[src/hdl/gtsa_pkg.sv]
package gtsa_pkg;

  localparam int unsigned SLOTS_DEF    = 128;
  localparam int unsigned KEY_BITS_DEF = 32;

  // opcodes
  localparam logic [1:0] OP_CREATE = 2'd0;
  localparam logic [1:0] OP_DELETE = 2'd1;
  localparam logic [1:0] OP_LOOKUP = 2'd2;

  // result status codes
  localparam logic [1:0] ST_OK     = 2'd0;
  localparam logic [1:0] ST_BADKEY = 2'd1;
  localparam logic [1:0] ST_FULL   = 2'd2;

  typedef struct packed {
    logic [1:0]  opcode;
    logic [31:0] key_in;
    logic [63:0] handler_in;
  } in_word_t;

  typedef struct packed {
    logic [1:0]  status;
    logic [31:0] key_out;
    logic [63:0] handler_out;
  } out_word_t;

  // controller -> datapath
  typedef struct packed {
    logic load;
    logic find;
    logic pick;
    logic exec;
  } gtsa_cmd_t;

  // datapath -> controller
  typedef struct packed {
    logic is_create;
    logic grp_found;
  } gtsa_sts_t;

endpackage

[src/hdl/gtsa_ctrl.sv]
module gtsa_ctrl
  import gtsa_pkg::*;
(
  input  logic      clk,
  input  logic      rst_n,
  input  logic      in_valid,
  output logic      in_stall,
  output logic      out_valid,
  input  logic      out_stall,
  input  gtsa_sts_t sts,
  output gtsa_cmd_t cmd
);

  typedef enum logic [2:0] {
    S_IDLE,
    S_FIND,
    S_ROW,
    S_PICK,
    S_SLOT,
    S_EXEC
  } state_t;

  state_t state_r, state_nxt;
  logic   out_valid_r, out_valid_nxt;
  logic   fire;

  // result register can take a new word when empty or being drained
  assign fire = (state_r == S_EXEC) && (!out_valid_r || !out_stall);

  always_comb begin
    state_nxt = state_r;
    unique case (state_r)
      S_IDLE: begin
        if (in_valid) begin
          state_nxt = sts.is_create ? S_FIND : S_SLOT;
        end
      end
      S_FIND: state_nxt = sts.grp_found ? S_ROW : S_EXEC;
      S_ROW:  state_nxt = S_PICK;
      S_PICK: state_nxt = S_SLOT;
      S_SLOT: state_nxt = S_EXEC;
      S_EXEC: begin
        if (fire) begin
          state_nxt = S_IDLE;
        end
      end
      default: state_nxt = S_IDLE;
    endcase
  end

  always_comb begin
    out_valid_nxt = out_valid_r;
    if (fire) begin
      out_valid_nxt = 1'b1;
    end else if (!out_stall) begin
      out_valid_nxt = 1'b0;
    end
  end

  always_ff @(posedge clk) begin
    if (!rst_n) begin
      state_r     <= S_IDLE;
      out_valid_r <= 1'b0;
    end else begin
      state_r     <= state_nxt;
      out_valid_r <= out_valid_nxt;
    end
  end

  assign in_stall  = (state_r != S_IDLE);
  assign out_valid = out_valid_r;

  assign cmd.load = (state_r == S_IDLE) && in_valid;
  assign cmd.find = (state_r == S_FIND);
  assign cmd.pick = (state_r == S_PICK);
  assign cmd.exec = fire;

  a_word_from_exec: assert property (@(posedge clk) disable iff (!rst_n)
    $rose(out_valid_r) |-> $past(state_r == S_EXEC))
    else $error("result word raised outside execute");

  a_pick_after_row: assert property (@(posedge clk) disable iff (!rst_n)
    (state_r == S_PICK) |-> ($past(state_r) == S_ROW))
    else $error("slot pick without row read");

  a_busy_no_load: assert property (@(posedge clk) disable iff (!rst_n)
    (state_r != S_IDLE) |-> !cmd.load)
    else $error("input latched while busy");

endmodule

[config.mk]
export PLATFORM = sky130hd
export DESIGN_NAME = gtsa_ctrl
export DESIGN_NICKNAME = d
export VERILOG_FILES = /design/src/hdl/gtsa_pkg.sv /design/src/hdl/gtsa_ctrl.sv
export SDC_FILE = /design/constraint.sdc
export NUM_CORES = 1
export LEC_CHECK = 0
export BUFFER_PORTS_ARGS = -buffer_cell sky130_fd_sc_hd__buf_2
export CAP_MARGIN = 20
export CORE_AREA = 2 2 39 41
export CTS_BUF_LIST = sky130_fd_sc_hd__clkbuf_8
export DETAILED_ROUTE_END_ITERATION = 12
export DIE_AREA = 0 0 41 43
export SLEW_MARGIN = 20
export SYNTH_ARGS = -nofsm -noshare
export SYNTH_HDL_FRONTEND = slang
export SYNTH_SLANG_ARGS = --single-unit
[constraint.sdc]
create_clock -name clk -period 1.68 [get_ports clk]
set_input_delay 0.336 -clock clk [delete_from_list [all_inputs] [get_ports clk]]
set_output_delay 0.336 -clock clk [all_outputs]
set_load 0.05 [all_outputs]
==> results of run 1 <==
[logic make-up after synthesis]
| logic type | after synthesis | synth area share |
|---|---|---|
| AO/OA/AOI/OAI | 8 | 0.194 |
| buffers and inverters | 6 | 0.134 |
| flip-flops | 4 | 0.296 |
| AND/OR/NAND/NOR | 17 | 0.375 |
[metal layers]
metal / routed length [µm] / GRT usage / share of wire / vias up
li1: - / - / - / 141
met1: 252 / 0.100 / 0.45 / 106
met2: 260 / 0.0938 / 0.47 / 6
met3: 45 / 0.0681 / 0.081 / 0
met4: 0 / 0.0200 / 0 / 0
met5: 0 / 0 / 0 / -
[worst max-delay path: cells and delay by family (launching register included)]
kind	cells	cell delay [ns]
simple gates	2	0.45
buf+inv	1	0.22
flops	1	0.38
[stage by stage]
stage	total power [µW]	cells	hold WS, ns	worst slack [ns]	setup TNS, ns
after floorplan	253	35	0.464	-0.185	-0.185
after global routing	510	62	0.395	0.00416	0
after detailed placement	278	59	0.512	0.233	0
after global placement	277	59	0.503	0.256	0
after CTS	483	62	0.384	0.00937	0
final	481	62	0.379	0.0746	0
[how the worst min path moves through the flow]
stage | startpoint | to | slack (ns) | cells after the start
2_1_floorplan | rst_n | state_r[0]$_SDFFE_PN0P_ | 0.46 | 1
3_3_place_gp | out_valid$_SDFFE_PN0P_ | out_valid$_SDFFE_PN0P_ | 0.50 | 2
3_5_place_dp | out_valid$_SDFFE_PN0P_ | out_valid$_SDFFE_PN0P_ | 0.51 | 2
4_1_cts | rst_n | state_r[0]$_SDFFE_PN0P_ | 0.38 | 2
5_1_grt | rst_n | state_r[2]$_SDFFE_PN0P_ | 0.39 | 2
6_report | rst_n | state_r[0]$_SDFFE_PN0P_ | 0.38 | 2
[layout by cell type, fill, tap and decap left out, drive strengths merged]
master  instances
or2b            1
nor2            4
nor3b           2
inv             2
a21boi          1
or3b            1
or3             1
nor2b           2
o21a            1
o21ai           1
nand3b          2
clkbuf          5
buf            10
nor3            1
and3b           1
dfxtp           4
o31a            2
a21oi           3
nand2           2
[power by group through the flow]
stage	sequential (µW)	clock (µW)	combinational (µW)
after floorplan	114	0	139
after detailed placement	125	0	154
final	124	201	156
after global placement	123	0	154
after CTS	123	205	154
after global routing	127	215	168
[state kept, by name (all words and copies together) (netlist names)]
register   flops
state_r        3
out_valid      1
[final cells by class]
class                   instances  area (µm²)  share of cell area
inverters                       2        7.51              0.0198
repair buffers                 12        67.6               0.178
multi-input cells              25         161               0.426
clock buffers                   3        41.3               0.109
flip-flops and latches          4        81.3               0.215
well taps                      16        20.0              0.0528
[cells in the mapped netlist (all sizes together) (2+ instances only)]
library cell / instances / share of area
a21oi: 3 / 0.056
buf: 4 / 0.11
dfxtp: 4 / 0.30
inv: 2 / 0.028
nand2: 2 / 0.028
nand3b: 2 / 0.056
nor2: 4 / 0.056
nor2b: 2 / 0.046
nor3b: 2 / 0.056
o31a: 2 / 0.065
==> impl_metrics.py, run 1 <==
metrics = {
    "clocking": {
        "cts_tree": "done",
        "h-tree-depth": 1,
        "clock-sinks": 4,
        "clkLatencyLatePin_ns": 0.21,
        "hold_buffers": 0,
        "root_buffer": "clkbuf_8",
        "cts_buffers": 3,
        "clk_path_buf_depth": 2,
        "post_cts_buffers": 0,
        "path_clk_slew_ns": 0.03,
        "cts-resized-gates": 0,
    },
    "setup_path": {
        "ff2ff_path_depth": 4,
        "r2r-start": "state_r[2]$_SDFFE_PN0P_",
        "reg2reg_slack_ns": 0.51,
        "path_class": "reg -> out",
        "crit_arrival_ns": 1.27,
        "cp-end-kind": "output pin",
        "worstSetupEndpoint": "cmd[3]",
        "crit_path_top_delay_cell": "dfxtp_1",
        "path_max_fanout": 10,
        "path_cells": "or3_1, nor2_2, clkbuf_4",
        "start_kind": "flip-flop",
        "cp-startpoint": "state_r[1]$_SDFFE_PN0P_",
        "cpPeakStageDelay_ns": 0.38,
        "reg2reg_to": "state_r[0]$_SDFFE_PN0P_",
        "cp_data_required_time_ns": 1.34,
    },
    "power": {
        "p_sw_frac": 0.344,
        "power_frac_seq": 0.258,
        "comb_power_share": 0.325,
        "power_density_nw_per_um2": 1270,
        "ir_drop_v": 0.000563,
        "p_leak_uw": 0.000171,
        "pwr-share-clk": 0.417,
        "power_switching_uw": 165,
        "p_int_uw": 316,
    },
    "logic_synthesis": {
        "synth-async-reset-ratio": 0,
        "yosysUniqueCellTypes": 20,
        "synth.cell_area_um2": 270,
        "syn_avg_cell_area_um2": 7.72,
        "ys_warn_count": 0,
        "synth-edff-count": 0,
        "synth-seq-cells": 4,
        "synth_cells": 35,
        "syn_nets": 41,
        "synth_seq_area_share": 0.296,
        "ys.flop_type": "dfxtp_1",
    },
    "die": {
        "die_x_um": 41,
        "ios": 12,
        "fp.dieArea_um2": 1760,
        "start_util": 0.195,
        "row_count": 14,
        "core_um2": 1380,
        "die_h_um": 43,
    },
    "outcome": {
        "outcome": "finished, final reports clean",
    },
    "sta": {
        "rsz0062_at_grt": "no",
        "hold_viol": 0,
        "fin_crit_ns": 1.61,
        "finalMaxSlewViolations": 0,
        "slew_headroom": 0.803,
        "fmax_mhz": 623,
        "fin_crit_sh": 0.956,
        "clock_skew_ns": 0.00163,
        "worst_slew_pin_slew_ns": 0.296,
        "finalSetupViolations": 0,
    },
    "final_layout": {
        "diodes": 0,
        "num-nets-final": 54,
        "nFillCells": 153,
        "drive_above_1_share": 0.391,
        "finish.utilization": 0.274,
        "synthToLayoutAreaGrowth_pct": 40.3,
        "final_area_um2": 379,
    },
    "grt": {
        "grt_remaining_overflow": 0,
        "grt_pass1_wl_um": 903,
        "antenna_found_initial": 0,
        "grt_max_degree": 12,
        "grt_pass1_vias": 213,
        "grt_use_total": 0.0774,
    },
    "worst_hold_path": {
        "hp-class": "in -> reg",
    },
    "route": {
        "drtIter0Drc": 3,
        "wl_per_cell_um": 9.00,
        "dr.pass1.iters": 2,
        "drc": 0,
        "ant_nets": 0,
        "vias_per_cell": 4.08,
        "finalWirelength_um": 558,
        "vias": 253,
    },
    "run": {
        "drv_cap": 0,
    },
    "place": {
        "place_area_um2": 332,
        "io_buffers": 11,
        "gp_routability_congestion": 0.659,
    },
}
Note: power is estimated with default switching activity, not from simulation.
==> run 2: changes to the inputs <==
--- a/config.mk
+++ b/config.mk
@@ -5,6 +5,7 @@
 export SDC_FILE = /design/constraint.sdc
 export NUM_CORES = 1
 export LEC_CHECK = 0
+export ABC_AREA = 1
 export BUFFER_PORTS_ARGS = -buffer_cell sky130_fd_sc_hd__buf_2
 export CAP_MARGIN = 20
 export CORE_AREA = 2 2 39 41
==> impl_metrics.py, run 2 <==
metrics = {
    "final_layout": {
        "largest_register_ffs": 3,
        "synthToLayoutAreaGrowth_pct": 47.7,
        "num-nets-final": 64,
        "drive_above_1_share": 0.446,
        "top_register": "state_r",
        "final_cell_mix": "buf_2, inv_1, nand2_1",
        "diodes": 0,
        "final_common_cell": "buf_2",
    },
    "clocking": {
        "path_clk_slew_ns": 0.03,
        "hold_buffers": 0,
        "clkLatencyLatePin_ns": 0.22,
        "h-tree-depth": 1,
        "clk_path_buf_depth": 2,
        "root_buffer": "clkbuf_8",
        "clock-sinks": 4,
        "cts_tree": "done",
        "cts_buffers": 3,
    },
    "logic_synthesis": {
        "synth_most_common_cell": "inv_1",
        "syn_avg_cell_area_um2": 6.55,
        "yosysUniqueCellTypes": 15,
        "synth-async-reset-ratio": 0,
        "ys.flop_type": "dfxtp_1",
        "synth.top_cell.area_share": 0.291,
        "synth.cell_area_um2": 275,
        "syn_nets": 48,
        "synth_seq_area_share": 0.291,
        "synth_cells": 42,
        "ys_warn_count": 0,
        "synth_area_leaders": "dfxtp_1, inv_1, nand2_1, a21oi_1, nand3_1",
        "synth.top_cells.by_count": "inv_1, nand2_1, a21oi_1, dfxtp_1, nand3_1",
        "synth-edff-count": 0,
        "synth_top_area_cell": "dfxtp_1",
        "synth-seq-cells": 4,
    },
    "sta": {
        "rsz0062_at_grt": "no",
        "slew_headroom": 0.836,
        "fin_crit_ns": 1.54,
        "hold_viol": 0,
        "fin_ws_ns": 0.140,
        "finalMaxSlewViolations": 0,
        "worst_slew_pin_slew_ns": 0.246,
        "fin_crit_sh": 0.917,
        "whs_ns": 0.380,
        "fmax_mhz": 649,
        "finalSetupTns_ns": 0,
        "finalSetupViolations": 0,
        "clock_skew_ns": 0.00247,
    },
    "die": {
        "fp.dieArea_um2": 1760,
        "die_x_um": 41,
        "start_util": 0.199,
        "ios": 12,
        "row_count": 14,
        "die_h_um": 43,
        "core_um2": 1380,
    },
    "setup_path": {
        "cpPeakStageDelay_ns": 0.36,
        "path_cells": "nor3_2, inv_1, nor2_4, clkbuf_4",
        "path_max_fanout": 6,
        "crit_path_top_delay_cell": "dfxtp_1",
        "path_class": "reg -> out",
        "crit_arrival_ns": 1.20,
        "start_kind": "flip-flop",
        "cp_data_required_time_ns": 1.34,
        "cp-end-kind": "output pin",
    },
    "route": {
        "vias_per_cell": 4.14,
        "vias": 298,
        "dr.pass1.iters": 2,
        "drc": 0,
        "ant_nets": 0,
        "drtIter0Drc": 5,
        "wl_per_cell_um": 8.57,
        "finalWirelength_um": 617,
    },
    "run": {
        "drv_cap": 0,
    },
    "place": {
        "place_ws_ns": 0.203,
        "dp_hpwl_um": 496,
        "gp_routability_congestion": 0.740,
        "io_buffers": 11,
    },
    "power": {
        "ir_drop_v": 0.000526,
        "power_density_nw_per_um2": 1430,
        "p_leak_uw": 0.000214,
    },
    "grt": {
        "grt_remaining_overflow": 0,
        "grt_use_total": 0.0945,
        "antenna_found_initial": 0,
        "grt_max_degree": 7,
        "grt_pass1_vias": 278,
        "grt_pass1_wl_um": 1040,
    },
    "outcome": {
        "outcome": "finished, final reports clean",
    },
    "worst_hold_path": {
        "hp-class": "in -> reg",
    },
}
## run 2: power by group
group	leakage (µW)	switching, µW	internal [µW]
combinational	0.000160	168	80.6
clock	0.0000216	47.4	153
sequential	0.0000327	24.0	109
total	0.000214	239	343
## run 2: worst paths after layout
| check | end | cells past startpoint | from | slack [ns] |
|---|---|---|---|---|
| max | cmd[3] | 4 | state_r[1]$_SDFFE_PN0P_ | 0.14 |
| min | state_r[1]$_SDFFE_PN0P_ | 3 | sts[0] | 0.38 |
| max reg2reg | state_r[0]$_SDFFE_PN0P_ | 7 | state_r[2]$_SDFFE_PN0P_ | 0.59 |
| min reg2reg | out_valid$_SDFFE_PN0P_ | 2 | out_valid$_SDFFE_PN0P_ | 0.52 |
## run 2: cell type report
cell class | count | area, µm²
inverters | 11 | 41.3
fillers | 146 | 977
flip-flops and latches | 4 | 80.1
clock buffers | 3 | 41.3
well taps | 16 | 20.0
multi-input cells | 26 | 159
repair buffers | 12 | 65.1
## run 2: worst max-delay path: cells and delay by family (launching register included)
family                 cells  cell delay (ns)
buffers and inverters      2             0.32
flip-flops                 1             0.36
AND/OR/NAND/NOR            2             0.30
## run 2: layer usage
metal / part of all wire / track usage / vias to the layer above / wire [µm]
met3: 0.052 / 0.0471 / 0 / 32
met4: 0 / 0.100 / 0 / 0
met2: 0.50 / 0.119 / 5 / 309
met5: 0 / 0 / - / 0
li1: - / - / 161 / -
met1: 0.45 / 0.103 / 132 / 275
## run 2: cell families (layout without fill, tap and decap cells)
family,Yosys count,in the layout,share of synthesized area
and+or+nand+nor,20,20,0.396
DFF,4,4,0.291
AOI/OAI and AO/OA,6,6,0.136
buffers and inverters,12,26,0.177
## run 2: per-stage QoR
stage,cell area (µm²),power (µW),utilization,instances
floorplan,283,320,-,42
global placement,350,362,0.253,68
detailed placement,350,365,0.253,68
CTS,397,575,0.287,71
global route,407,621,0.294,72
finish,407,582,0.294,72
## run 2: what timing repair did
action | 4_1_cts | 5_1_grt
setup buffers | 0 | 1
pin swaps | 0 | 1
cloned | 0 | 0
resized for setup | 1 | 1
hold endpoints to repair | 0 | 0
endpoints found under the setup margin | 1 | 1
